[src/rtl/ladder_filter_four_pole_defines.svh]
// ----------------------------------------------------------------------------
// ladder filter assertion macros
// shared concurrent assertion forms, clocked on clk, off while rst_n is low
// ----------------------------------------------------------------------------
`ifndef LADDER_FILTER_FOUR_POLE_DEFINES_SVH
`define LADDER_FILTER_FOUR_POLE_DEFINES_SVH

// same-cycle implication
`define LFP_ASSERT_IMP(label, ante, cons, msg) \
    label: assert property (@(posedge clk) disable iff (!rst_n) (ante) |-> (cons)) \
        else $error(msg);

// next-cycle implication
`define LFP_ASSERT_NEXT(label, ante, cons, msg) \
    label: assert property (@(posedge clk) disable iff (!rst_n) (ante) |=> (cons)) \
        else $error(msg);

`endif

[src/rtl/lfp_pkg.sv]
// ----------------------------------------------------------------------------
// lfp_pkg
// shared widths, control codes and the microcode program of the ladder filter
// ----------------------------------------------------------------------------
package lfp_pkg;

    localparam int LFP_CHANNEL_COUNT   = 2;
    localparam int LFP_STATE_FRAC_BITS = 20;

    localparam int LFP_SAMPLE_W    = 16;
    localparam int LFP_SAMPLE_FRAC = 15;
    localparam int LFP_COEF_W      = 16;
    localparam int LFP_MODE_W      = 2;
    localparam int LFP_STATE_W     = 24;
    localparam int LFP_COEF_SHIFT  = 12;
    localparam int LFP_SIXTH_SHIFT = 16;
    localparam int LFP_SIXTH_Q16   = 10923;
    localparam int LFP_CFG_ADDR_W  = 2;

    localparam int LFP_STAGE_COUNT = 4;
    localparam int LFP_STAGE_W     = 2;
    localparam int LFP_STEP_W      = 4;

    // configuration register indexes
    localparam logic [LFP_CFG_ADDR_W-1:0] CFG_COEF_P = 2'd0;
    localparam logic [LFP_CFG_ADDR_W-1:0] CFG_COEF_F = 2'd1;
    localparam logic [LFP_CFG_ADDR_W-1:0] CFG_COEF_Q = 2'd2;
    localparam logic [LFP_CFG_ADDR_W-1:0] CFG_MODE   = 2'd3;

    // output taps
    localparam logic [LFP_MODE_W-1:0] MODE_LP = 2'd0;
    localparam logic [LFP_MODE_W-1:0] MODE_HP = 2'd1;
    localparam logic [LFP_MODE_W-1:0] MODE_BP = 2'd2;

    // multiplier operand a
    localparam logic [2:0] A_S4   = 3'd0;
    localparam logic [2:0] A_SUM  = 3'd1;
    localparam logic [2:0] A_OLD  = 3'd2;
    localparam logic [2:0] A_N4   = 3'd3;
    localparam logic [2:0] A_SQ   = 3'd4;
    localparam logic [2:0] A_CUBE = 3'd5;

    // multiplier operand b
    localparam logic [2:0] B_Q     = 3'd0;
    localparam logic [2:0] B_P     = 3'd1;
    localparam logic [2:0] B_F     = 3'd2;
    localparam logic [2:0] B_N4    = 3'd3;
    localparam logic [2:0] B_SIXTH = 3'd4;

    // accumulator operation
    localparam logic [1:0] ACC_HOLD = 2'd0;
    localparam logic [1:0] ACC_LOAD = 2'd1;
    localparam logic [1:0] ACC_SUB  = 2'd2;

    // write-back operation
    localparam logic [2:0] WB_NONE  = 3'd0;
    localparam logic [2:0] WB_U     = 3'd1;
    localparam logic [2:0] WB_STAGE = 3'd2;
    localparam logic [2:0] WB_SQ    = 3'd3;
    localparam logic [2:0] WB_CUBE  = 3'd4;
    localparam logic [2:0] WB_CLIP  = 3'd5;
    localparam logic [2:0] WB_OUT   = 3'd6;

    // sequencing
    localparam logic [2:0] J_NEXT    = 3'd0;
    localparam logic [2:0] J_WAIT_IN = 3'd1;
    localparam logic [2:0] J_LOOP    = 3'd2;
    localparam logic [2:0] J_OUT     = 3'd3;
    localparam logic [2:0] J_GOTO    = 3'd4;

    // program addresses
    localparam logic [LFP_STEP_W-1:0] STEP_IDLE   = 4'd0;
    localparam logic [LFP_STEP_W-1:0] STEP_FB_MUL = 4'd1;
    localparam logic [LFP_STEP_W-1:0] STEP_U_WB   = 4'd2;
    localparam logic [LFP_STEP_W-1:0] STEP_P_MUL  = 4'd3;
    localparam logic [LFP_STEP_W-1:0] STEP_F_MAC  = 4'd4;
    localparam logic [LFP_STEP_W-1:0] STEP_N_WB   = 4'd5;
    localparam logic [LFP_STEP_W-1:0] STEP_SQ_MUL = 4'd6;
    localparam logic [LFP_STEP_W-1:0] STEP_SQ_WB  = 4'd7;
    localparam logic [LFP_STEP_W-1:0] STEP_CU_MUL = 4'd8;
    localparam logic [LFP_STEP_W-1:0] STEP_CU_WB  = 4'd9;
    localparam logic [LFP_STEP_W-1:0] STEP_SX_MUL = 4'd10;
    localparam logic [LFP_STEP_W-1:0] STEP_CLIP   = 4'd11;
    localparam logic [LFP_STEP_W-1:0] STEP_OUT    = 4'd12;

    typedef struct packed {
        logic [2:0]            jmp;
        logic [LFP_STEP_W-1:0] target;
        logic [2:0]            a_sel;
        logic [2:0]            b_sel;
        logic [1:0]            acc_op;
        logic [2:0]            wb_op;
    } ucode_t;

    typedef struct packed {
        logic       load;
        logic [2:0] a_sel;
        logic [2:0] b_sel;
        logic [1:0] acc_op;
        logic [2:0] wb_op;
    } ctl_t;

    function automatic ucode_t lfp_ucode(input logic [LFP_STEP_W-1:0] step);
        ucode_t w;
        w.jmp    = J_NEXT;
        w.target = STEP_IDLE;
        w.a_sel  = A_S4;
        w.b_sel  = B_Q;
        w.acc_op = ACC_HOLD;
        w.wb_op  = WB_NONE;
        unique case (step)
            STEP_IDLE:   w.jmp = J_WAIT_IN;
            STEP_FB_MUL:
            begin
                w.a_sel  = A_S4;
                w.b_sel  = B_Q;
                w.acc_op = ACC_LOAD;
            end
            STEP_U_WB:   w.wb_op = WB_U;
            STEP_P_MUL:
            begin
                w.a_sel  = A_SUM;
                w.b_sel  = B_P;
                w.acc_op = ACC_LOAD;
            end
            STEP_F_MAC:
            begin
                w.a_sel  = A_OLD;
                w.b_sel  = B_F;
                w.acc_op = ACC_SUB;
            end
            STEP_N_WB:
            begin
                w.wb_op  = WB_STAGE;
                w.jmp    = J_LOOP;
                w.target = STEP_P_MUL;
            end
            STEP_SQ_MUL:
            begin
                w.a_sel  = A_N4;
                w.b_sel  = B_N4;
                w.acc_op = ACC_LOAD;
            end
            STEP_SQ_WB:  w.wb_op = WB_SQ;
            STEP_CU_MUL:
            begin
                w.a_sel  = A_SQ;
                w.b_sel  = B_N4;
                w.acc_op = ACC_LOAD;
            end
            STEP_CU_WB:  w.wb_op = WB_CUBE;
            STEP_SX_MUL:
            begin
                w.a_sel  = A_CUBE;
                w.b_sel  = B_SIXTH;
                w.acc_op = ACC_LOAD;
            end
            STEP_CLIP:   w.wb_op = WB_CLIP;
            STEP_OUT:
            begin
                w.wb_op  = WB_OUT;
                w.jmp    = J_OUT;
                w.target = STEP_IDLE;
            end
            default:
            begin
                w.jmp    = J_GOTO;
                w.target = STEP_IDLE;
            end
        endcase
        return w;
    endfunction

endpackage

[src/rtl/lfp_datapath.sv]
// ----------------------------------------------------------------------------
// lfp_datapath
// shared multiplier and accumulator, working registers and per-channel state
// ----------------------------------------------------------------------------
module lfp_datapath #(
    parameter int CHANNEL_COUNT   = lfp_pkg::LFP_CHANNEL_COUNT,
    parameter int STATE_FRAC_BITS = lfp_pkg::LFP_STATE_FRAC_BITS
) (
    input  logic                                   clk,
    input  logic                                   rst_n,
    input  lfp_pkg::ctl_t                          ctl,
    input  logic signed [lfp_pkg::LFP_SAMPLE_W-1:0] sample_in,
    input  logic                                   channel_sel,
    input  logic signed [lfp_pkg::LFP_COEF_W-1:0]   coef_p,
    input  logic signed [lfp_pkg::LFP_COEF_W-1:0]   coef_f,
    input  logic signed [lfp_pkg::LFP_COEF_W-1:0]   coef_q,
    input  logic [lfp_pkg::LFP_MODE_W-1:0]          output_mode,
    output logic signed [lfp_pkg::LFP_SAMPLE_W-1:0] sample_out
);
    import lfp_pkg::*;

    localparam int X_W       = STATE_FRAC_BITS + 1;
    localparam int SQ_W      = 2 * LFP_STATE_W - STATE_FRAC_BITS;
    localparam int CUBE_W    = 3 * LFP_STATE_W - 2 * STATE_FRAC_BITS;
    localparam int B_W       = LFP_STATE_W + 1;
    localparam int A_MAX0    = (SQ_W > CUBE_W) ? SQ_W : CUBE_W;
    localparam int A_W       = (A_MAX0 > B_W) ? A_MAX0 : B_W;
    localparam int P_W       = A_W + B_W;
    localparam int ACC_W     = P_W + 1;
    localparam int CH_W      = (CHANNEL_COUNT > 1) ? $clog2(CHANNEL_COUNT) : 1;
    localparam int OUT_SHIFT = STATE_FRAC_BITS - LFP_SAMPLE_FRAC;
    localparam int TAP_W     = LFP_STATE_W + 4;

    localparam logic signed [ACC_W-1:0] RND_COEF  = ACC_W'(2 ** (LFP_COEF_SHIFT - 1));
    localparam logic signed [ACC_W-1:0] RND_SIXTH = ACC_W'(2 ** (LFP_SIXTH_SHIFT - 1));
    localparam logic signed [ACC_W-1:0] ST_HI     = ACC_W'(2 ** (LFP_STATE_W - 1) - 1);
    localparam logic signed [ACC_W-1:0] ST_LO     = -ACC_W'(2 ** (LFP_STATE_W - 1));
    localparam logic signed [TAP_W-1:0] OUT_HALF  = (TAP_W'(1) <<< OUT_SHIFT) >>> 1;
    localparam logic signed [TAP_W-1:0] OUT_HI    = TAP_W'(2 ** (LFP_SAMPLE_W - 1) - 1);
    localparam logic signed [TAP_W-1:0] OUT_LO    = -TAP_W'(2 ** (LFP_SAMPLE_W - 1));
    localparam logic signed [B_W-1:0]   SIXTH     = B_W'(LFP_SIXTH_Q16);

    typedef struct packed {
        logic signed [LFP_STATE_W-1:0] held;
        logic signed [LFP_STATE_W-1:0] s1;
        logic signed [LFP_STATE_W-1:0] s2;
        logic signed [LFP_STATE_W-1:0] s3;
        logic signed [LFP_STATE_W-1:0] s4;
    } chan_state_t;

    function automatic logic signed [LFP_STATE_W-1:0] sat_state(
        input logic signed [ACC_W-1:0] v
    );
        logic signed [ACC_W-1:0] r;
        priority if (v > ST_HI)
        begin
            r = ST_HI;
        end
        else if (v < ST_LO)
        begin
            r = ST_LO;
        end
        else
        begin
            r = v;
        end
        return r[LFP_STATE_W-1:0];
    endfunction

    chan_state_t                   state_reg [CHANNEL_COUNT];
    logic [CH_W-1:0]               ch_idx;
    logic [CH_W-1:0]               ch_reg;
    logic signed [X_W-1:0]         x_reg;
    logic signed [ACC_W-1:0]       acc_reg;
    logic signed [LFP_STATE_W-1:0] u_reg;
    logic signed [LFP_STATE_W-1:0] cur_reg;
    logic signed [LFP_STATE_W-1:0] w_reg  [5];
    logic signed [LFP_STATE_W-1:0] nq_reg [LFP_STAGE_COUNT];
    logic signed [SQ_W-1:0]        sq_reg;
    logic signed [CUBE_W-1:0]      cube_reg;

    logic signed [A_W-1:0]         a_op;
    logic signed [B_W-1:0]         b_op;
    logic signed [P_W-1:0]         prod;
    logic signed [ACC_W-1:0]       acc_rnd_coef;
    logic signed [ACC_W-1:0]       acc_rnd_sixth;
    logic signed [LFP_STATE_W-1:0] u_val;
    logic signed [LFP_STATE_W-1:0] stage_val;
    logic signed [LFP_STATE_W-1:0] clip_val;
    logic signed [TAP_W-1:0]       band_diff;
    logic signed [TAP_W-1:0]       tap;
    logic signed [TAP_W-1:0]       tap_rnd;

    assign ch_idx = (CHANNEL_COUNT > 1) ? CH_W'(channel_sel) : '0;

    // operand selection for the shared multiplier
    always_comb
    begin
        unique case (ctl.a_sel)
            A_S4:    a_op = A_W'(w_reg[4]);
            A_SUM:   a_op = A_W'(B_W'(cur_reg) + B_W'(w_reg[0]));
            A_OLD:   a_op = A_W'(w_reg[1]);
            A_N4:    a_op = A_W'(nq_reg[LFP_STAGE_COUNT-1]);
            A_SQ:    a_op = A_W'(sq_reg);
            A_CUBE:  a_op = A_W'(cube_reg);
            default: a_op = '0;
        endcase
        unique case (ctl.b_sel)
            B_Q:     b_op = B_W'(coef_q);
            B_P:     b_op = B_W'(coef_p);
            B_F:     b_op = B_W'(coef_f);
            B_N4:    b_op = B_W'(nq_reg[LFP_STAGE_COUNT-1]);
            B_SIXTH: b_op = SIXTH;
            default: b_op = '0;
        endcase
    end

    assign prod = a_op * b_op;

    assign acc_rnd_coef  = (acc_reg + RND_COEF) >>> LFP_COEF_SHIFT;
    assign acc_rnd_sixth = (acc_reg + RND_SIXTH) >>> LFP_SIXTH_SHIFT;
    assign u_val         = sat_state(ACC_W'(x_reg) - acc_rnd_coef);
    assign stage_val     = sat_state(acc_rnd_coef);
    // soft clip: n4 minus cube/6
    assign clip_val      = sat_state(ACC_W'(nq_reg[LFP_STAGE_COUNT-1]) - acc_rnd_sixth);

    always_ff @(posedge clk)
    begin
        if (ctl.load)
        begin
            x_reg    <= X_W'(sample_in) <<< OUT_SHIFT;
            ch_reg   <= ch_idx;
            w_reg[0] <= state_reg[ch_idx].held;
            w_reg[1] <= state_reg[ch_idx].s1;
            w_reg[2] <= state_reg[ch_idx].s2;
            w_reg[3] <= state_reg[ch_idx].s3;
            w_reg[4] <= state_reg[ch_idx].s4;
        end

        unique case (ctl.acc_op)
            ACC_LOAD: acc_reg <= ACC_W'(prod);
            ACC_SUB:  acc_reg <= acc_reg - ACC_W'(prod);
            default:  acc_reg <= acc_reg;
        endcase

        unique case (ctl.wb_op)
            WB_U:
            begin
                u_reg   <= u_val;
                cur_reg <= u_val;
            end
            WB_STAGE:
            begin
                // shift so the next stage always finds its inputs at w[0], w[1]
                cur_reg <= stage_val;
                for (int i = 0; i < 4; i++)
                begin
                    w_reg[i] <= w_reg[i+1];
                end
                for (int i = 0; i < LFP_STAGE_COUNT - 1; i++)
                begin
                    nq_reg[i] <= nq_reg[i+1];
                end
                nq_reg[LFP_STAGE_COUNT-1] <= stage_val;
            end
            WB_SQ:    sq_reg   <= acc_reg[STATE_FRAC_BITS +: SQ_W];
            WB_CUBE:  cube_reg <= acc_reg[STATE_FRAC_BITS +: CUBE_W];
            WB_CLIP:  nq_reg[LFP_STAGE_COUNT-1] <= clip_val;
            default:
            begin
            end
        endcase
    end

    always_ff @(posedge clk or negedge rst_n)
    begin
        if (!rst_n)
        begin
            for (int i = 0; i < CHANNEL_COUNT; i++)
            begin
                state_reg[i] <= '0;
            end
        end
        else if (ctl.wb_op == WB_OUT)
        begin
            state_reg[ch_reg].held <= u_reg;
            state_reg[ch_reg].s1   <= nq_reg[0];
            state_reg[ch_reg].s2   <= nq_reg[1];
            state_reg[ch_reg].s3   <= nq_reg[2];
            state_reg[ch_reg].s4   <= nq_reg[3];
        end
    end

    // output tap, rounded to 15 fraction bits and saturated
    always_comb
    begin
        band_diff = TAP_W'(nq_reg[2]) - TAP_W'(nq_reg[3]);
        unique case (output_mode)
            MODE_HP: tap = TAP_W'(u_reg) - TAP_W'(nq_reg[3]);
            MODE_BP: tap = (band_diff <<< 1) + band_diff;
            default: tap = TAP_W'(nq_reg[3]);
        endcase
        tap_rnd = (tap + OUT_HALF) >>> OUT_SHIFT;
        priority if (tap_rnd > OUT_HI)
        begin
            sample_out = OUT_HI[LFP_SAMPLE_W-1:0];
        end
        else if (tap_rnd < OUT_LO)
        begin
            sample_out = OUT_LO[LFP_SAMPLE_W-1:0];
        end
        else
        begin
            sample_out = tap_rnd[LFP_SAMPLE_W-1:0];
        end
    end

endmodule

[config.mk]
export PLATFORM = sky130hd
export DESIGN_NAME = lfp_datapath
export DESIGN_NICKNAME = d
export VERILOG_FILES = /design/src/rtl/ladder_filter_four_pole_defines.svh /design/src/rtl/lfp_pkg.sv /design/src/rtl/lfp_datapath.sv
export SDC_FILE = /design/constraint.sdc
export NUM_CORES = 2
export LEC_CHECK = 0
export ABC_AREA = 0
export ABC_CLOCK_PERIOD_IN_PS = 16210
export BUFFER_PORTS_ARGS = -buffer_cell sky130_fd_sc_hd__buf_4
export CAP_MARGIN = 20
export CORE_ASPECT_RATIO = 0.9
export CORE_MARGIN = 2
export CORE_UTILIZATION = 50
export DETAILED_ROUTE_END_ITERATION = 8
export PLACE_DENSITY = 0.65
export SLEW_MARGIN = 20
export SYNTH_ARGS = -nofsm -noshare
export SYNTH_HDL_FRONTEND = slang
export SYNTH_SLANG_ARGS = --single-unit
[constraint.sdc]
create_clock -name clk -period 16.21 [get_ports clk]
set_input_delay 2.4315 -clock clk [delete_from_list [all_inputs] [get_ports clk]]
set_output_delay 2.4315 -clock clk [all_outputs]
set_load 0.01 [all_outputs]
# After elaboration in Yosys (flattened, before gate mapping)
# Memory sizes are Yosys's and may differ from the RTL's.
# Cells that the tools add are included.
[word_totals]
ramBits = 216
input_bits = 81
output_inout_bits = 16
memories = 2
register_bits = 423
[op_classes]
n_addsub = 10
reduce_logical = 5
mux = 42
n_mul = 1
bitwise = 7
n_eq_ne = 19
order_cmp = 11
[mem_list]
columns = ["name", "depth", "width", "read_ports", "rd_ports_with_merged_regs", "write_ports", "line", "source"]
rows = [
  ["w_reg", 5, 24, 5, 0, 5, "lfp_datapath.sv:77", "logic signed [LFP_STATE_W-1:0] w_reg [5];"],
  ["nq_reg", 4, 24, 4, 0, 4, "lfp_datapath.sv:78", "logic signed [LFP_STATE_W-1:0] nq_reg [LFP_STAGE_COUNT];"],
]
[ops]
columns = ["operator", "n"]
rows = [
  ["$bwmux 240", 5],
  ["$demux 120 s1", 5],
  ["$mux 120", 4],
  ["$mux 24", 12],
  ["$pmux 32 s6", 1],
  ["$pmux 25 s5", 1],
  ["$pmux 58 s2", 1],
  ["$mux 96", 1],
  ["$mux 72", 1],
  ["$add 58x13->58 const B", 1],
  ["$add 58x17->58 const B", 1],
  ["$sub 58x57->58", 1],
  ["$mul 32x25->57", 1],
  ["$pmux 28 s2", 1],
  ["$sub 24x24->25", 2],
  ["$mux 48", 1],
  ["$pmux 24 s2", 1],
  ["$gt 47x24->1 const B", 1],
  ["$lt 47x24->1 const B", 1],
  ["$sub 21x46->47", 1],
  ["$gt 46x24->1 const B", 1],
  ["$lt 46x24->1 const B", 1],
  ["$gt 43x24->1 const B", 1],
  ["$lt 43x24->1 const B", 1],
  ["other kinds (20)", 48],
]

# Longest topological paths before layout
[logic_depth]
word_depth = 10
depth_mapped = 63

# Worst setup path after synthesis
# OpenSTA, ideal clock, no wires.
[synth_path]
kind = "input-to-reg"
start = "input ctl[8] (netlist name)"
end = "register acc_reg[56] (data pin)"
required_time_ns = 15.954
path_buffers = 3
setup_slack_ns = 2.046
setup_time_ns = 0.256
path_stages = 47
t_arrival_ns = 13.908
cell_sequence = "clkbuf_1 > buf_1 > mux2i_1 > nor2_1 > a2111oi_0 > nor2_1 > fa_1 > inv_1 > fa_1 > inv_1 > fa_1 > inv_1 > fa_1 > fa_1 > inv_1 > fa_1 > inv_1 > fa_1 > (+11 left out) > ha_1 > a21oi_1 > o21bai_1 > a21o_1 > a21o_1 > a21oi_1 > o21ai_0 > a41o_1 > maj3_2 > a211oi_2 > o221ai_1 > a32oi_1 > a32oi_1 > maj3_1 > o21a_1 > maj3_2 > maj3_2 > o211a_1"
[synth_between]
elab_chain_cells = 5
[synth_lines]
columns = ["item", "line", "source"]
rows = [
  ["start, declared", "lfp_datapath.sv:11", "input lfp_pkg::ctl_t ctl,"],
  ["$eq 3x3->1, or another cell as far along", "lfp_datapath.sv:99", "unique case (ctl.a_sel)"],
  ["$pmux 32 s6 *", "lfp_datapath.sv:99", ""],
  ["$mul 32x25->57 *", "lfp_datapath.sv:118", "assign prod = a_op * b_op;"],
  ["$sub 58x57->58", "lfp_datapath.sv:142", "ACC_SUB: acc_reg <= acc_reg - ACC_W'(prod);"],
  ["$pmux 58 s2 *", "lfp_datapath.sv:140", "unique case (ctl.acc_op)"],
  ["end signal, assigned", "lfp_datapath.sv:141", "ACC_LOAD: acc_reg <= ACC_W'(prod);"],
  ["end signal, assigned", "lfp_datapath.sv:142", ""],
  ["end signal, assigned", "lfp_datapath.sv:143", "default: acc_reg <= acc_reg;"],
  ["end, declared", "lfp_datapath.sv:74", "logic signed [ACC_W-1:0] acc_reg;"],
]
# Every way passes the cells marked *; elsewhere a longest branch is shown, timed or not.
# A chain may end at the register's enable or synchronous reset.

# Final worst setup path
[layout_path]
start = "register cur_reg[0]"
end = "register acc_reg[56] (data pin)"
[layout_between]
elab_chain_cells = 5
[layout_lines]
columns = ["item", "line", "source"]
rows = [
  ["start, declared", "lfp_datapath.sv:76", "logic signed [LFP_STATE_W-1:0] cur_reg;"],
  ["start signal, assigned", "lfp_datapath.sv:150", "cur_reg <= u_val;"],
  ["start signal, assigned", "lfp_datapath.sv:155", "cur_reg <= stage_val;"],
  ["$add 24x24->25 *", "lfp_datapath.sv:101", "A_SUM: a_op = A_W'(B_W'(cur_reg) + B_W'(w_reg[0]));"],
  ["$pmux 32 s6 *", "lfp_datapath.sv:99", ""],
  ["$mul 32x25->57 *", "lfp_datapath.sv:118", ""],
  ["$sub 58x57->58", "lfp_datapath.sv:142", ""],
  ["$pmux 58 s2 *", "lfp_datapath.sv:140", ""],
]
# Marks and branches as above.

==> impl_metrics.env <==
export IMPL_postCtsHoldBufs=0
export IMPL_worst_pin_slew_ps=1200
export IMPL_cp_slowest_cell="o31a_1"
export IMPL_crit_top_cell="fa_1"
export IMPL_final_nets=8532
export IMPL_r2r_cells=56
export IMPL_syn_to_final_growth_pct=8.04
export IMPL_clockBufferDepth=3
export IMPL_dieArea_sq_um=141000
export IMPL_grt_overflow=0
export IMPL_wire_per_inst_microns=23.2
export IMPL_max_cap_violations=0
export IMPL_max_stage_delay_ps=650
export IMPL_num_fill_cells=12300
export IMPL_maxSlewHeadroom=0.194
export IMPL_fin_crit_sh=0.932
export IMPL_track_usage=0.304
export IMPL_antenna_left=0
export IMPL_largest_reg_flops=240
export IMPL_die_h_microns=356
export IMPL_clkTransAtPathRegs_ps=70
export IMPL_required_ps=16600
export IMPL_routed_via_density=5.87
export IMPL_ys_ff_latch=639
export IMPL_rsz0062_at_grt="no"
export IMPL_firstDrtPassIters=5
export IMPL_numCtsBuffers=66
export IMPL_finalSetupViolations=0
export IMPL_synth_edf_count=399
export IMPL_arrival_ps=15500
export IMPL_async_reset_ff_frac=0.376
export IMPL_whs_path_depth=0
export IMPL_io_buffers=96
export IMPL_synthCells=7240
export IMPL_yosysSeqAreaShare=0.261
export IMPL_cp_start_kind="flip-flop"
export IMPL_first_iter_violations=5250
export IMPL_wl_met1_microns=94900
export IMPL_drt_total_wl_microns=212000
export IMPL_status="finished, final reports clean"
export IMPL_drive_gt1_frac=0.0988
export IMPL_root_buffer="clkbuf_16"
export IMPL_fin_setup_tns_ps=0
export IMPL_cp_end_kind="flip-flop"
export IMPL_yosys_most_used_dff="edfxtp_1"
export IMPL_drv_slew=0
export IMPL_dp_hpwl_microns=167000
export IMPL_highest_layer="met5"
export IMPL_crit_type="reg2reg"
export IMPL_synth_nets=8530
export IMPL_place_area_sq_um=72000
export IMPL_clock_sinks=639
export IMPL_initial_core_util=0.503
export IMPL_fmax_mhz=66.2
export IMPL_cts_tree="done"
export IMPL_synth_avg_cell_area_sq_um=9.51
export IMPL_hold_path_class="reg2reg"
export IMPL_antenna_found_initial=10
export IMPL_gp_congestion=0.965
export IMPL_fin_skew_ps=40.2
export IMPL_synthesis_area_sq_um=68900
export IMPL_coreArea_sq_um=137000
export IMPL_htree_levels=3
export IMPL_fin_area_sq_um=74400
export IMPL_post_route_drc_count=0
export IMPL_synth_warning_count=0
export IMPL_rows=129
export IMPL_min_period_ps=15110
export IMPL_finalHoldViolCount=0
export IMPL_num_vias=53600
export IMPL_grt_pass1_vias=52600
export IMPL_wl_met2_microns=89400
export IMPL_io_pin_count=97
export IMPL_dr_wl_met3_microns=21600
export IMPL_ys_types=110
export IMPL_clk_latency_ps=660
export IMPL_grt_pass1_wl_microns=326000
export IMPL_timing_critical_path_fanout_max=8
export IMPL_dieWidth_microns=395
export IMPL_grt_max_degree=128
[per-layer routing]
layer	vias to the layer above	track usage
li1	23900	-
met1	27000	0.460
met2	2318	0.438
met3	345	0.0695
met4	10	0.0770
met5	-	0
[layout by cell type, fill, tap and decap left out, types with 213 or more instances in the layout]
cell and n:
inv_1 1092, fa_1 824, nand2_1 786, nor2_1 658, edfxtp_1 399, ha_1 384
o21ai_0 318, a21oi_1 309, mux2_2 252, buf_4 240, dfrtp_1 240, xnor2_1 213
[kinds of logic after synthesis]
kind of cell | Yosys count | synth area share
muxes | 396 | 0.0627
buffers and inverters | 1409 | 0.0776
adders and majority gates | 1216 | 0.311
xor gates and xnor gates | 352 | 0.0451
AOI/OAI and AO/OA | 1222 | 0.114
DFF | 639 | 0.261
and+or+nand+nor | 2006 | 0.129
[critical path, delay by kind of cell (launching register included)]
family,cells,cell delay (ps)
buffers and inverters,5,300
and+or+nand+nor,3,410
adders and majority gates,15,6350
AOI/OAI and AO/OA,32,7180
DFF,1,330
xor gates and xnor gates,1,290
[what timing repair did]
action                                 4_1_cts  5_1_grt
buffers inserted                             0        0
setup endpoints to repair                    0        1
endpoints found under the hold margin        0        0
gates resized for setup                      0        3
[per-stage QoR]
step                      hold WS (ps)  setup slack, ps   util  instances
final                              453             1100  0.543       9132
after detailed placement           456             1050  0.526       9007
after global routing               464              117  0.543       9130
after floorplan                    424             2050      -       7240
after CTS                          450             1030  0.543       9128
after global placement             451             1150  0.526       9007
[cells in the mapped netlist, types with 141 or more instances]
library cell / number / area [sq um]
a21oi_1: 315 / 1580
clkbuf_1: 283 / 1060
dfrtp_1: 240 / 6010
edfxtp_1: 399 / 12000
fa_1: 824 / 16500
ha_1: 385 / 4820
inv_1: 1093 / 4100
mux2_2: 252 / 2840
mux2i_1: 141 / 1410
nand2_1: 786 / 2950
nor2_1: 661 / 2480
o21ai_0: 323 / 1620
xnor2_1: 213 / 1870
[worst paths after layout]
kind	endpoint	start	slack [ps]
setup / recovery	acc_reg[56]	cur_reg[0]	1100
max in group asynchronous	state_reg[7]	rst_n	12990
setup reg to reg	acc_reg[56]	cur_reg[0]	1100
hold reg to reg	nq_reg[1][0]	nq_reg[2][0]	450
min in group asynchronous	state_reg[159]	rst_n	1880
hold / removal	nq_reg[1][0]	nq_reg[2][0]	450
[final cells by class]
| cell class | count | area, sq um | share of cell area |
|---|---|---|---|
| tap | 1834 | 2290 | 0.0308 |
| inverter | 1096 | 4120 | 0.0554 |
| clock inverter | 32 | 444 | 0.00597 |
| sequential | 639 | 18000 | 0.242 |
| multi-input combinational | 5192 | 45800 | 0.615 |
| timing repair buffer | 247 | 1930 | 0.0259 |
| clock buffer | 89 | 1870 | 0.0251 |
| antenna | 3 | 7.51 | 0.000101 |
Power is left out: the tool's default activity adds up to more than one toggle a clock period on the data nets, which glitch-free logic cannot reach.
