===== src/rtl/ladder_filter_four_pole_defines.svh =====
// ----------------------------------------------------------------------------
// ladder filter assertion macros
// shared concurrent assertion forms, clocked on clk, off while rst_n is low
// ----------------------------------------------------------------------------
`ifndef LADDER_FILTER_FOUR_POLE_DEFINES_SVH
`define LADDER_FILTER_FOUR_POLE_DEFINES_SVH

// same-cycle implication
`define LFP_ASSERT_IMP(label, ante, cons, msg) \
    label: assert property (@(posedge clk) disable iff (!rst_n) (ante) |-> (cons)) \
        else $error(msg);

// next-cycle implication
`define LFP_ASSERT_NEXT(label, ante, cons, msg) \
    label: assert property (@(posedge clk) disable iff (!rst_n) (ante) |=> (cons)) \
        else $error(msg);

`endif


===== src/rtl/lfp_pkg.sv =====
// ----------------------------------------------------------------------------
// lfp_pkg
// shared widths, control codes and the microcode program of the ladder filter
// ----------------------------------------------------------------------------
package lfp_pkg;

    localparam int LFP_CHANNEL_COUNT   = 2;
    localparam int LFP_STATE_FRAC_BITS = 20;

    localparam int LFP_SAMPLE_W    = 16;
    localparam int LFP_SAMPLE_FRAC = 15;
    localparam int LFP_COEF_W      = 16;
    localparam int LFP_MODE_W      = 2;
    localparam int LFP_STATE_W     = 24;
    localparam int LFP_COEF_SHIFT  = 12;
    localparam int LFP_SIXTH_SHIFT = 16;
    localparam int LFP_SIXTH_Q16   = 10923;
    localparam int LFP_CFG_ADDR_W  = 2;

    localparam int LFP_STAGE_COUNT = 4;
    localparam int LFP_STAGE_W     = 2;
    localparam int LFP_STEP_W      = 4;

    // configuration register indexes
    localparam logic [LFP_CFG_ADDR_W-1:0] CFG_COEF_P = 2'd0;
    localparam logic [LFP_CFG_ADDR_W-1:0] CFG_COEF_F = 2'd1;
    localparam logic [LFP_CFG_ADDR_W-1:0] CFG_COEF_Q = 2'd2;
    localparam logic [LFP_CFG_ADDR_W-1:0] CFG_MODE   = 2'd3;

    // output taps
    localparam logic [LFP_MODE_W-1:0] MODE_LP = 2'd0;
    localparam logic [LFP_MODE_W-1:0] MODE_HP = 2'd1;
    localparam logic [LFP_MODE_W-1:0] MODE_BP = 2'd2;

    // multiplier operand a
    localparam logic [2:0] A_S4   = 3'd0;
    localparam logic [2:0] A_SUM  = 3'd1;
    localparam logic [2:0] A_OLD  = 3'd2;
    localparam logic [2:0] A_N4   = 3'd3;
    localparam logic [2:0] A_SQ   = 3'd4;
    localparam logic [2:0] A_CUBE = 3'd5;

    // multiplier operand b
    localparam logic [2:0] B_Q     = 3'd0;
    localparam logic [2:0] B_P     = 3'd1;
    localparam logic [2:0] B_F     = 3'd2;
    localparam logic [2:0] B_N4    = 3'd3;
    localparam logic [2:0] B_SIXTH = 3'd4;

    // accumulator operation
    localparam logic [1:0] ACC_HOLD = 2'd0;
    localparam logic [1:0] ACC_LOAD = 2'd1;
    localparam logic [1:0] ACC_SUB  = 2'd2;

    // write-back operation
    localparam logic [2:0] WB_NONE  = 3'd0;
    localparam logic [2:0] WB_U     = 3'd1;
    localparam logic [2:0] WB_STAGE = 3'd2;
    localparam logic [2:0] WB_SQ    = 3'd3;
    localparam logic [2:0] WB_CUBE  = 3'd4;
    localparam logic [2:0] WB_CLIP  = 3'd5;
    localparam logic [2:0] WB_OUT   = 3'd6;

    // sequencing
    localparam logic [2:0] J_NEXT    = 3'd0;
    localparam logic [2:0] J_WAIT_IN = 3'd1;
    localparam logic [2:0] J_LOOP    = 3'd2;
    localparam logic [2:0] J_OUT     = 3'd3;
    localparam logic [2:0] J_GOTO    = 3'd4;

    // program addresses
    localparam logic [LFP_STEP_W-1:0] STEP_IDLE   = 4'd0;
    localparam logic [LFP_STEP_W-1:0] STEP_FB_MUL = 4'd1;
    localparam logic [LFP_STEP_W-1:0] STEP_U_WB   = 4'd2;
    localparam logic [LFP_STEP_W-1:0] STEP_P_MUL  = 4'd3;
    localparam logic [LFP_STEP_W-1:0] STEP_F_MAC  = 4'd4;
    localparam logic [LFP_STEP_W-1:0] STEP_N_WB   = 4'd5;
    localparam logic [LFP_STEP_W-1:0] STEP_SQ_MUL = 4'd6;
    localparam logic [LFP_STEP_W-1:0] STEP_SQ_WB  = 4'd7;
    localparam logic [LFP_STEP_W-1:0] STEP_CU_MUL = 4'd8;
    localparam logic [LFP_STEP_W-1:0] STEP_CU_WB  = 4'd9;
    localparam logic [LFP_STEP_W-1:0] STEP_SX_MUL = 4'd10;
    localparam logic [LFP_STEP_W-1:0] STEP_CLIP   = 4'd11;
    localparam logic [LFP_STEP_W-1:0] STEP_OUT    = 4'd12;

    typedef struct packed {
        logic [2:0]            jmp;
        logic [LFP_STEP_W-1:0] target;
        logic [2:0]            a_sel;
        logic [2:0]            b_sel;
        logic [1:0]            acc_op;
        logic [2:0]            wb_op;
    } ucode_t;

    typedef struct packed {
        logic       load;
        logic [2:0] a_sel;
        logic [2:0] b_sel;
        logic [1:0] acc_op;
        logic [2:0] wb_op;
    } ctl_t;

    function automatic ucode_t lfp_ucode(input logic [LFP_STEP_W-1:0] step);
        ucode_t w;
        w.jmp    = J_NEXT;
        w.target = STEP_IDLE;
        w.a_sel  = A_S4;
        w.b_sel  = B_Q;
        w.acc_op = ACC_HOLD;
        w.wb_op  = WB_NONE;
        unique case (step)
            STEP_IDLE:   w.jmp = J_WAIT_IN;
            STEP_FB_MUL:
            begin
                w.a_sel  = A_S4;
                w.b_sel  = B_Q;
                w.acc_op = ACC_LOAD;
            end
            STEP_U_WB:   w.wb_op = WB_U;
            STEP_P_MUL:
            begin
                w.a_sel  = A_SUM;
                w.b_sel  = B_P;
                w.acc_op = ACC_LOAD;
            end
            STEP_F_MAC:
            begin
                w.a_sel  = A_OLD;
                w.b_sel  = B_F;
                w.acc_op = ACC_SUB;
            end
            STEP_N_WB:
            begin
                w.wb_op  = WB_STAGE;
                w.jmp    = J_LOOP;
                w.target = STEP_P_MUL;
            end
            STEP_SQ_MUL:
            begin
                w.a_sel  = A_N4;
                w.b_sel  = B_N4;
                w.acc_op = ACC_LOAD;
            end
            STEP_SQ_WB:  w.wb_op = WB_SQ;
            STEP_CU_MUL:
            begin
                w.a_sel  = A_SQ;
                w.b_sel  = B_N4;
                w.acc_op = ACC_LOAD;
            end
            STEP_CU_WB:  w.wb_op = WB_CUBE;
            STEP_SX_MUL:
            begin
                w.a_sel  = A_CUBE;
                w.b_sel  = B_SIXTH;
                w.acc_op = ACC_LOAD;
            end
            STEP_CLIP:   w.wb_op = WB_CLIP;
            STEP_OUT:
            begin
                w.wb_op  = WB_OUT;
                w.jmp    = J_OUT;
                w.target = STEP_IDLE;
            end
            default:
            begin
                w.jmp    = J_GOTO;
                w.target = STEP_IDLE;
            end
        endcase
        return w;
    endfunction

endpackage


===== src/rtl/lfp_sequencer.sv =====
// ----------------------------------------------------------------------------
// lfp_sequencer
// step counter over the microcode program, stage loop counter and handshakes
// ----------------------------------------------------------------------------
`include "ladder_filter_four_pole_defines.svh"

module lfp_sequencer (
    input  logic          clk,
    input  logic          rst_n,
    input  logic          in_valid,
    output logic          in_ready,
    input  logic          out_free,
    output lfp_pkg::ctl_t ctl
);
    import lfp_pkg::*;

    localparam logic [LFP_STAGE_W-1:0] STAGE_LAST = LFP_STAGE_W'(LFP_STAGE_COUNT - 1);

    logic [LFP_STEP_W-1:0]  step_reg;
    logic [LFP_STEP_W-1:0]  step_next;
    logic [LFP_STAGE_W-1:0] stage_reg;
    logic [LFP_STAGE_W-1:0] stage_next;
    ucode_t                 uc;
    logic                   accept;
    logic                   out_stall;

    assign uc        = lfp_ucode(step_reg);
    assign in_ready  = (uc.jmp == J_WAIT_IN);
    assign accept    = in_valid && in_ready;
    assign out_stall = (uc.jmp == J_OUT) && !out_free;

    always_comb
    begin
        step_next  = step_reg;
        stage_next = stage_reg;
        unique case (uc.jmp)
            J_NEXT:    step_next = step_reg + 1'b1;
            J_WAIT_IN:
            begin
                if (in_valid)
                begin
                    step_next = step_reg + 1'b1;
                end
            end
            J_LOOP:
            begin
                if (stage_reg == STAGE_LAST)
                begin
                    stage_next = '0;
                    step_next  = step_reg + 1'b1;
                end
                else
                begin
                    stage_next = stage_reg + 1'b1;
                    step_next  = uc.target;
                end
            end
            J_OUT:
            begin
                if (out_free)
                begin
                    step_next = uc.target;
                end
            end
            J_GOTO:    step_next = uc.target;
            default:   step_next = STEP_IDLE;
        endcase
    end

    always_ff @(posedge clk or negedge rst_n)
    begin
        if (!rst_n)
        begin
            step_reg  <= STEP_IDLE;
            stage_reg <= '0;
        end
        else
        begin
            step_reg  <= step_next;
            stage_reg <= stage_next;
        end
    end

    always_comb
    begin
        ctl.load   = accept;
        ctl.a_sel  = uc.a_sel;
        ctl.b_sel  = uc.b_sel;
        ctl.acc_op = uc.acc_op;
        // result and state write-back wait until the output register is free
        ctl.wb_op  = out_stall ? WB_NONE : uc.wb_op;
    end

    `LFP_ASSERT_IMP(a_idle_stage_clear, step_reg == STEP_IDLE, stage_reg == '0, "stage loop not cleared at idle")
    `LFP_ASSERT_IMP(a_out_when_free, ctl.wb_op == WB_OUT, out_free, "result written while output still held")
    `LFP_ASSERT_NEXT(a_accept_starts, accept, step_reg == STEP_FB_MUL, "accepted request did not start program")
    `LFP_ASSERT_IMP(a_step_in_program, 1'b1, step_reg <= STEP_OUT, "step counter left the program")

endmodule


===== config.mk =====
export PLATFORM = sky130hd
export DESIGN_NAME = lfp_sequencer
export DESIGN_NICKNAME = d
export VERILOG_FILES = /design/src/rtl/lfp_pkg.sv /design/src/rtl/lfp_sequencer.sv
export VERILOG_INCLUDE_DIRS = /design/src /design/src/rtl
export SDC_FILE = /design/constraint.sdc
export NUM_CORES = 1
export LEC_CHECK = 0
export BUFFER_PORTS_ARGS = -buffer_cell sky130_fd_sc_hd__clkbuf_2
export CORE_AREA = 5 5 42 44
export CTS_CLUSTER_DIAMETER = 200
export DETAILED_ROUTE_END_ITERATION = 8
export DIE_AREA = 0 0 47 49
export GPL_TIMING_DRIVEN = 0
export HOLD_SLACK_MARGIN = 0.06
export PLACE_DENSITY = 0.73
export REMOVE_ABC_BUFFERS = 1
export SYNTH_ARGS = -nofsm -noshare
export SYNTH_HDL_FRONTEND = slang
export SYNTH_SLANG_ARGS = --single-unit

===== constraint.sdc =====
create_clock -name clk -period 2.6 [get_ports clk]
set_clock_uncertainty 0.05 [all_clocks]
set_input_delay 0.65 -clock clk [delete_from_list [all_inputs] [get_ports clk]]
set_output_delay 0.65 -clock clk [all_outputs]
set_load 0.01 [all_outputs]

## Yosys cells after proc, flatten, opt, wreduce, memory -nomap -nowiden

Cells that the tools add are included.
W data, S select, Z words.

| operators by class | value |
|---|---|
| $add $sub $neg | 2 |
| multipliers | 0 |
| divide/modulo/power cells | 0 |
| magnitude comparators | 0 |
| equality and inequality tests | 19 |
| shift operators | 0 |
| mux-type cells | 10 |
| bitwise gates (word level) | 0 |
| reduce and logical (&&, ||, !) cells | 7 |

Operators by type and width:

| operator | number |
|---|---|
| $pmux W8 S6 | 1 |
| $eq A4 B4 Y1 const B | 5 |
| $pmux W4 S5 | 1 |
| $pmux W3 S6 | 1 |
| $eq A4 B3 Y1 const B | 4 |
| $mux W4 | 3 |
| $pmux W3 S4 | 1 |
| $reduce_or A10 Y1 | 1 |
| $eq A4 B2 Y1 const B | 2 |
| $eq A3 B2 Y1 const B | 2 |
| $add A4 B1 Y4 const B | 1 |
| $eq A4 B1 Y1 const B | 1 |
| $logic_not A4 Y1 | 1 |
| $mux W2 | 2 |
| $ne A2 B2 Y1 const B | 2 |
| $eq A3 B1 Y1 const B | 1 |
| $eq A3 B3 Y1 const B | 1 |
| $logic_not A3 Y1 | 1 |
| $mux W3 | 1 |
| $add A2 B1 Y2 const B | 1 |
| $eq A2 B2 Y1 const B | 1 |
| $logic_and A1 B1 Y1 | 2 |
| $reduce_and A2 Y1 | 1 |
| $logic_not A1 Y1 | 1 |

| storage, ports and cells | value |
|---|---|
| bits in registers | 6 |
| latch bits | 0 |
| bits in writable memories | 0 |
| bits in read-only memories | 0 |
| input port bits | 4 |
| output and inout port bits | 13 |
| logic and storage cells | 40 |
| memories | 0 |

## Depth between registers and ports, before layout

Gate-level depths: netlist (run 1).

| logic depth | value |
|---|---|
| word-level depth | 6 |
| depth in mapped cells | 6 |
| gate-level depth less buffers | 5 |

## Worst setup path before layout (run 1)

Ideal clock, no wire load.

| timing | value |
|---|---|
| path type | flip-flop to output port |
| from | register step_reg[0] |
| to | output port ctl[11] (netlist name) |
| data arrival time | 1.574 ns |
| required time | 1.900 ns |
| slack | 0.326 ns |
| cell stages (with the launch flop) | 7 |
| buffers on the path | 1 |
| path through | dfrtp_1 -> inv_1 -> ha_1 -> or2b_2 -> nor2_1 -> and2_1 -> buf_4 |

| on the way | value |
|---|---|
| longest elaborated chain between the ends | 5 |
| elaborated cells on any way between the ends | 17 |
| classes of those cells | eq/ne (13); mux (1); reduce/logical (3) |

RTL lines:

| item | line | text |
|---|---|---|
| from (decl) | lfp_sequencer.sv:19 | `logic [LFP_STEP_W-1:0] step_reg;` |
| from (signal assigned) | lfp_sequencer.sv:79 | `step_reg <= step_next;` |
| $eq A4 B4 Y1 (tied with other cells) | lfp_pkg.sv:111 | `unique case (step)` |
| $reduce_or A10 Y1 (no line) | - |  |
| $pmux W3 S4 * | lfp_pkg.sv:111 |  |
| $eq A3 B1 Y1 * | lfp_sequencer.sv:28 | `assign in_ready = (uc.jmp == J_WAIT_IN);` |
| via in_ready | lfp_sequencer.sv:11 | `output logic in_ready,` |
| $logic_and A1 B1 Y1 * | lfp_sequencer.sv:29 | `assign accept = in_valid && in_ready;` |
| to (decl) | lfp_sequencer.sv:13 | `output lfp_pkg::ctl_t ctl` |

Mark *: on every way through the listed nets, which the timed path passes. The rest lies on a longest branch.

==> results by group, run 1 <==
Outcome
  • Status: completed

Worst setup path
  • WS Path Type: reg -> out
  • Crit path required time: 1900 ps
  • CP startpoint kind: register
  • Worst-path fanout max: 9
  • Endpoint class of the critical path: primary output
  • Worst EP arrival: 1740 ps

Drt
  • M1 wire length: 619 um
  • WL per Instance: 13.2 um
  • DRT iter0 DRCs: 22
  • Vias per inst: 5.95
  • Vias: 631
  • Routed Antenna Nets: 0
  • DRC viols: 0
  • Drt pass-1 iters: 4
  • Met3 wire len: 119 um
  • Post-Route WL: 1400 um
  • WL met2: 664 um
  • Highest Signal Layer: met3

Logic synthesis
  • Post-synth EDFFs: 0
  • Yosys warning total: 0
  • Asr flop ratio synth: 1.00
  • Top_reg_cell synth: dfrtp_1
  • Area contributors post-synth: dfrtp_1 (24%), ha_1 (9.8%), nor3_1 (5.5%)
  • Syn avg cell area: 8.36 um^2
  • Yosys top cell area share: 0.236
  • Most common cell in the synthesized netlist: nand2_1
  • Top cells by instance count after synthesis: nand2_1 (8), nor3_1 (7), dfrtp_1 (6), nor2_1 (6), o21ai_0 (6)
  • Synth Register Bits: 6
  • Area of the mapped netlist: around 640 um^2
  • Seq/Total Area, Yosys: 0.236
  • Gate Count Post-Synth: between 70 and 80
  • Yosys top cell by area: dfrtp_1
  • Synth cell types: 34

Cells and area
  • Syn-to-layout area delta: 14.6%
  • Number of flip-flops in the largest register: 4
  • Layout cells sized above 1: 0.333
  • Final nets: between 100 and 150
  • Fill count: 146
  • Antenna cells: 0
  • Final core occ: 0.520

Die
  • Die ar.: 2300 um^2
  • Chip Width: 47 um
  • Starting Density: 0.454
  • Core ar.: 1400 um^2
  • Boundary pin count: 17
  • Core Rows: 14
  • Die H: 49 um

STA
  • Slew HR: 0.587
  • Min Tclk post-route: 2440 ps
  • RSZ-0062 raised after global routing: no
  • Setup WS post-layout: 158 ps
  • Setup TNS: 0 ps
  • Setup-failing EPs final: 0
  • Fmax achieved: between 400 and 500 MHz
  • Tcrit/Tclk final: 0.939
  • Slew Limit Fails: 0
  • Slew @ Worst Pin: ~620 ps
  • Final hold vios: 0

Power and ir drop
  • Gate power share: 0.681
  • Leakage Power: 0.362 nW
  • Fraction of power spent switching nets: 0.494
  • Peak supply drop: 0.646 mV
  • Clk pwr share: 0.088
  • Sw Pwr: 0.000485 W
  • Flop pwr share: 0.232
  • Cell-internal power: about 0.0005 W
  • Pwr dens: 1350 nW/um^2

GRT
  • Initial antenna violation count: 0
  • First-pass GRT wire length: 2540 um
  • Global router's overall resource usage: 0.147
  • Number of global-route vias before repair: roughly 550
  • GR Overflow Total: 0
  • Largest net degree at the start of global routing: 22

Clock network
  • Reg clk slew, reported paths: 40 ps
  • Skew-Pair Late Insertion Delay: ~240 ps
  • Hold-fix buffers, CTS: 0
  • H-tree depth: 1
  • Clock root cell: clkbuf_4
  • TritonCTS clock tree: yes
  • Clock Sinks: 6
  • TritonCTS buffer count: 3
  • Longest Clk Path Bufs: 2
  • Post-CTS setup buffer count: 0

Place
  • Post-place setup slack: ~290 ps
  • Detailed Place HPWL: approximately 1100 um
  • Gpl congestion: approximately 0.76
  • Number of port buffers: 16

Job
  • Maxcap violations: 0

Min path
  • Hold crit path type: in -> async
-- worst max-delay path, cell delays in order, from the launching register on --
cell	delay [ps]
dfrtp_1	400
inv_1	150
ha_4	200
or2b_2	340
nor2_1	130
and2_1	140
clkbuf_2	130
-- placed cells by master (no fill, tap or decap), types with 2 or more instances in the layout --
cell type	count
nand2_1	8
ha_1	4
nor3_1	7
nor2_1	6
and3b_1	2
a21oi_1	2
inv_1	3
dfrtp_1	6
o21ai_0	6
nand3_1	2
clkbuf_2	16
a221oi_1	3
a211oi_1	2
clkbuf_4	3
-- timing repair --
action | in CTS | in global routing
endpoints found under the setup margin | 0 | 3
gates resized for setup | 0 | 3
hold endpoints to repair | 0 | 0
-- cells by family (layout without fill, tap and decap cells) --
kind of cell               count (synthesis)  after routing  share of synthesized area
xor gates and xnor gates                   1              1                     0.0138
and+or+nand+nor                           35             35                      0.313
buffers and inverters                      9             23                     0.0905
DFF                                        6              6                      0.236
AOI/OAI and AO/OA                         18             18                      0.215
muxes                                      2              2                     0.0335
adders and majority gates                  5              5                     0.0984
-- per-layer routing --
metal	global-route usage	vias to the layer above
met5	0	-
met4	0.0553	0
met3	0.0443	0
met2	0.190	29
met1	0.223	299
li1	-	303
-- cell type report --
type | instances | area (um^2) | share of cell area
multi-input combinational | 61 | 440 | 0.605
sequential | 6 | 150 | 0.206
timing repair buffer | 16 | 80.1 | 0.110
clock buffer | 3 | 22.5 | 0.0309
tap | 16 | 20.0 | 0.0275
inverter | 4 | 15.0 | 0.0206
-- stage by stage --
step / hold slack (ps) / instance area, um^2 / std cells / power, W
2_1_floorplan: 304 / 593 / 71 / 0.000678
3_3_place_gp: 428 / 693 / 103 / 0.000851
3_5_place_dp: 434 / 693 / 103 / 0.000869
4_1_cts: 173 / 716 / 106 / 0.000957
5_1_grt: 169 / 728 / 106 / 0.00110
6_report: 174 / 728 / 106 / 0.000981
-- worst paths after layout --
| check | start | endpoint | slack [ps] | cells past startpoint |
|---|---|---|---|---|
| worst max-delay path | step_reg[1]$_DFFE_PN0P_ | ctl[11] | 160 | 6 |
| worst min-delay path | rst_n | stage_reg[0]$_DFFE_PN0N_ | 170 | 1 |
| worst max register to register | step_reg[0]$_DFFE_PN0P_ | step_reg[2]$_DFFE_PN0P_ | 860 | 5 |
| worst min register to register | stage_reg[1]$_DFFE_PN0N_ | stage_reg[1]$_DFFE_PN0N_ | 460 | 1 |
| max in group asynchronous | rst_n | step_reg[0]$_DFFE_PN0P_ | 2170 | 1 |
| min in group clk | stage_reg[1]$_DFFE_PN0N_ | stage_reg[1]$_DFFE_PN0N_ | 460 | 1 |
-- power groups by stage --
stage / combinational, W / sequential (W) / clock, W
finish: 0.000668 / 0.000227 / 0.0000860
floorplan: 0.000474 / 0.000204 / 0
detailed placement: 0.000645 / 0.000225 / 0
global placement: 0.000627 / 0.000224 / 0
CTS: 0.000645 / 0.000224 / 0.0000879
global route: 0.000757 / 0.000243 / 0.0000952
No activity file was read; power rests on OpenSTA's default activity.
==> inputs of run 2 (changes only) <==
- MAX_ROUTING_LAYER: default -> met4
==> results by group, run 2 (synthesis gave the netlist of run 1 again) <==
Outcome
  • Status: completed

STA
  • Final hold vios: 0 (unchanged)
  • Min Tclk post-route: 2440 ps (-2.73 ps)
  • Slew Limit Fails: 0 (unchanged)
  • RSZ-0062 raised after global routing: no
  • Setup TNS: 0 ps (unchanged)
  • Slew HR: 0.587 (about the same)
  • Fmax achieved: 410 MHz (+0.11%)
  • Setup-failing EPs final: 0 (unchanged)
  • Slew @ Worst Pin: 620 ps (+0.191 ps)
  • Tcrit/Tclk final: 0.938 (-0.00105)

Clock network
  • Post-CTS sizing: 0 (unchanged)
  • Clock Sinks: 6 (unchanged)
  • TritonCTS clock tree: yes
  • Clock root cell: clkbuf_4
  • H-tree depth: 1 (unchanged)
  • TritonCTS buffer count: 3 (unchanged)
  • Reg clk slew, reported paths: 40 ps (about the same)
  • Post-CTS setup buffer count: 0 (unchanged)
  • Hold-fix buffers, CTS: 0 (unchanged)
  • Longest Clk Path Bufs: 2 (unchanged)
  • Skew-Pair Late Insertion Delay: 240 ps (about the same)

Power and ir drop
  • Pwr dens: 1340 nW/um^2 (-0.23%)
  • Tot Pwr: 0.000979 W (-0.23%)
  • Leakage Power: 0.362 nW (unchanged)
  • Peak supply drop: 0.639 mV (-0.98%)

GRT
  • GR Overflow Total: 0 (unchanged)
  • Initial antenna violation count: 0 (unchanged)
  • First-pass GRT wire length: 2540 um (unchanged)
  • Largest net degree at the start of global routing: 22 (unchanged)
  • Global router's overall resource usage: 0.151 (+0.00374)
  • Number of global-route vias before repair: 544 (-0.55%)

Worst setup path
  • CP startpoint kind: register
  • WS Path Type: reg -> out
  • R2R Setup Slk: 860 ps (about the same)
  • Endpoint class of the critical path: primary output
  • Crit path required time: 1900 ps (about the same)
  • Worst EP arrival: 1740 ps (about the same)
  • Worst-path fanout max: 9 (unchanged)

Die
  • Core Rows: 14 (unchanged)
  • Die H: 49 um (unchanged)
  • Chip Width: 47 um (unchanged)
  • Boundary pin count: 17 (unchanged)
  • Die ar.: 2300 um^2 (unchanged)
  • Core ar.: 1400 um^2 (unchanged)
  • Starting Density: 0.454 (unchanged)

Drt
  • DRT iter0 DRCs: 24 (+9.1%)
  • DRC viols: 0 (unchanged)
  • Drt pass-1 iters: 4 (unchanged)
  • WL per Instance: 13.2 um (unchanged)
  • Routed Antenna Nets: 0 (unchanged)
  • Vias: 632 (+0.16%)
  • Vias per inst: 5.96 (+0.16%)
  • Post-Route WL: 1400 um (unchanged)

Cells and area
  • Antenna cells: 0 (unchanged)
  • Final cell count without fillers: 106 (unchanged)
  • Final nets: 101 (unchanged)
  • Layout cells sized above 1: 0.333 (unchanged)
  • Design Area, Final: 728 um^2 (unchanged)
  • Commonest non-fill, non-tap cell in the layout: clkbuf_2
  • Commonest cells after routing, fill and taps aside: clkbuf_2 (16), nand2_1 (8), nor3_1 (7)
  • Number of flip-flops in the largest register: 4 (unchanged)
  • Final core occ: 0.520 (unchanged)
  • Syn-to-layout area delta: 14.6% (unchanged)

Place
  • Cell Area, Placed: 693 um^2 (unchanged)
  • Gpl congestion: 0.773 (+1.3%)
  • Detailed Place HPWL: 1060 um (unchanged)
  • Number of port buffers: 16 (unchanged)
  • Dpl cells: 103 (unchanged)

Job
  • Maxcap violations: 0 (unchanged)

Min path
  • Hold crit path type: in -> async
run 2: cell counts in the layout (fill, tap and decap cells not counted):
Identical to the previous run, type by type.
run 2: power breakdown:
part / internal [W] / switching [W] / leakage, nW
Sequential: 0.000137 / 0.0000903 / 0.0761
Combinational: 0.000306 / 0.000359 / 0.272
Clock: 0.0000522 / 0.0000331 / 0.0138
run 2: layout make-up:
cell class,instances,area (um^2)
timing repair buffer,16,80.1
multi-input combinational,61,440
clock buffer,3,22.5
inverter,4,15.0
tap,16,20.0
sequential,6,150
fill,146,673
run 2: critical path, cell delays in order (launching register included):
cell      delay, ps
dfrtp_1         400
inv_1           150
ha_4            200
or2b_2          340
nor2_1          130
and2_1          140
clkbuf_2        130
run 2: final timing paths:
check | startpoint | end | cells past startpoint
min | rst_n | stage_reg[0]$_DFFE_PN0N_ | 1
min in group clk | stage_reg[1]$_DFFE_PN0N_ | stage_reg[1]$_DFFE_PN0N_ | 1
max reg2reg | step_reg[0]$_DFFE_PN0P_ | step_reg[2]$_DFFE_PN0P_ | 5
max | step_reg[1]$_DFFE_PN0P_ | ctl[11] | 6
max in group asynchronous | rst_n | step_reg[0]$_DFFE_PN0P_ | 1
min reg2reg | stage_reg[1]$_DFFE_PN0N_ | stage_reg[1]$_DFFE_PN0N_ | 1
run 2: through the flow:
| stage | hold WS (ps) | setup slack (ps) |
|---|---|---|
| after floorplan | 304 | 381 |
| after global placement | 428 | 291 |
| after detailed placement | 434 | 285 |
| after CTS | 173 | 6.23 |
| after global routing | 169 | 22.8 |
| final | 174 | 161 |
run 2: per-layer routing:
layer  part of all wire  GRT usage  routed length [um]
met5                  0          -                   0
met4                  0     0.0553                   0
met3              0.079     0.0443                 111
met2               0.47      0.190                 664
met1               0.45      0.223                 627
==> inputs of run 3 (changes only) <==
- CORE_AREA: 5 5 42 44 -> default
- CORE_MARGIN: default -> 3
- CORE_UTILIZATION: default -> 45
- DIE_AREA: 0 0 47 49 -> default
- clock period: 2.6 -> 2.1 ns (I/O delays scaled with it)
==> results by group, run 3 (synthesis gave the netlist of run 1 again) <==
STA
  • Tcrit/Tclk final: 1.02
  • Min Tclk post-route: roughly 2100 ps
  • RSZ-0062 raised after global routing: yes
  • Setup-failing EPs final: 1 (+1)
  • Final hold vios: 0 (unchanged)
  • Hold Worst Slack: 472 ps (+298 ps)
  • Setup WS post-layout: -37.8 ps (-198 ps)
  • Slew Limit Fails: 0 (unchanged)
  • Slew @ Worst Pin: 373 ps (-247 ps)
  • Fmax achieved: roughly 470 MHz
  • Slew HR: 0.749 (+0.162)

Place
  • Gpl congestion: 0.826 (+6.8%)
  • Detailed Place HPWL: 994 um (-5.9%)
  • Post-place setup slack: -91.9 ps (-377 ps)
  • Number of port buffers: 16 (unchanged)

Drt
  • Routed Antenna Nets: 0 (unchanged)
  • Post-Route WL: 1420 um (+1.4%)
  • Drt pass-1 iters: 4 (unchanged)
  • DRT iter0 DRCs: 14 (-42%)
  • Vias per inst: 5.62 (-5.8%)
  • WL per Instance: 12.9 um (-2.3%)
  • Vias: 618 (-2.2%)
  • DRC viols: 0 (unchanged)

Power and ir drop
  • Leakage Power: 0.389 nW (+7.6%)
  • Pwr dens: 1680 nW/um^2 (+25%)
  • Peak supply drop: 0.803 mV (+26%)

GRT
  • Number of global-route vias before repair: 520 (-4.4%)
  • Initial antenna violation count: 0 (unchanged)
  • Largest net degree at the start of global routing: 22 (unchanged)
  • First-pass GRT wire length: 2260 um (-11%)
  • GR Overflow Total: 0 (unchanged)
  • Global router's overall resource usage: 0.161 (+0.0102)

Clock network
  • TritonCTS buffer count: 3 (unchanged)
  • TritonCTS clock tree: yes
  • Clock root cell: clkbuf_4
  • H-tree depth: 1 (unchanged)
  • Skew-Pair Late Insertion Delay: 240 ps (about the same)
  • Reg clk slew, reported paths: 40 ps (about the same)
  • Longest Clk Path Bufs: 2 (unchanged)
  • Clock Sinks: 6 (unchanged)

Worst setup path
  • Crit path required time: 1520 ps (-380 ps)
  • WS Path Type: reg -> out
  • CP startpoint kind: register
  • Worst-path fanout max: 8 (-1)
  • Worst EP arrival: 1560 ps (-180 ps)
  • Endpoint class of the critical path: primary output

Cells and area
  • Number of flip-flops in the largest register: 4 (unchanged)
  • Commonest non-fill, non-tap cell in the layout: clkbuf_2
  • Commonest cells after routing, fill and taps aside: clkbuf_2 (11), nand2_1 (8), nor3_1 (7)
  • Antenna cells: 0 (unchanged)
  • Final nets: 107 (+5.9%)
  • Layout cells sized above 1: 0.490 (+0.156)
  • Syn-to-layout area delta: 30.7%

Outcome
  • Status: finished with violations
  • Failing checks: negative setup slack

Die
  • Core Rows: 12 (-2)
  • Die H: 43.6 um (-11%)
  • Boundary pin count: 17 (unchanged)
  • Core ar.: 1220 um^2 (-13%)
  • Die ar.: 1900 um^2 (-18%)
  • Chip Width: 43.6 um (-7.3%)
  • Starting Density: 0.523 (+0.0691)

Job
  • Maxcap violations: 0 (unchanged)

Min path
  • Hold crit path type: reg -> reg
run 3: layout make-up:
cell class	instances	area (um^2)
multi-input combinational	61	485
timing repair buffer	22	128
sequential	6	158
fill	95	385
tap	14	17.5
clock buffer	3	22.5
inverter	4	20.0
run 3: report_power, final:
part / internal [W] / switching, W
clock network: 0.0000643 / 0.0000363
registers: 0.000181 / 0.000143
logic: 0.000493 / 0.000480
run 3: routing by layer:
metal,GRT usage,up-vias,wire (um)
met1,0.212,274,653
met3,0.0622,0,100
met2,0.233,20,667
met5,-,-,0
met4,0.0361,0,0
li1,-,324,-
run 3: path summary, 6_finish.rpt:
kind | startpoint | to | slack, ps | cells after the start
max reg2reg | step_reg[1]$_DFFE_PN0P_ | step_reg[2]$_DFFE_PN0P_ | 400 | 5
max | step_reg[0]$_DFFE_PN0P_ | ctl[11] | -40 | 6
max in group asynchronous | rst_n | step_reg[0]$_DFFE_PN0P_ | 1230 | 2
min reg2reg | stage_reg[0]$_DFFE_PN0N_ | stage_reg[0]$_DFFE_PN0N_ | 470 | 1
min | stage_reg[0]$_DFFE_PN0N_ | stage_reg[0]$_DFFE_PN0N_ | 470 | 1
min in group asynchronous | rst_n | stage_reg[0]$_DFFE_PN0N_ | 600 | 2
run 3: what timing repair did:
action / CTS / global route
hold buffers: 1 / 0
setup endpoints to repair: 12 / 11
resized for setup: 7 / 20
pin swaps: 0 / 3
buffers inserted: 1 / 4
hold endpoints to repair: 6 / 0
run 3: stage by stage:
stage               utilization  instances  instance area (um^2)  total power, W  TNS, ps
floorplan                     -         71                   593        0.000839        0
global placement          0.568        101                   691         0.00105    -61.9
detailed placement        0.568        101                   691         0.00107    -91.9
CTS                       0.615        106                   748         0.00125     -264
global route              0.683        110                   831         0.00152     -307
finish                    0.683        110                   831         0.00140    -37.8
run 3: worst max-delay path: stages (launching register included):
cell	delay, ps
dfrtp_2	450
inv_4	100
ha_4	170
or2b_4	290
nor2_4	80
and2_1	120
buf_2	120
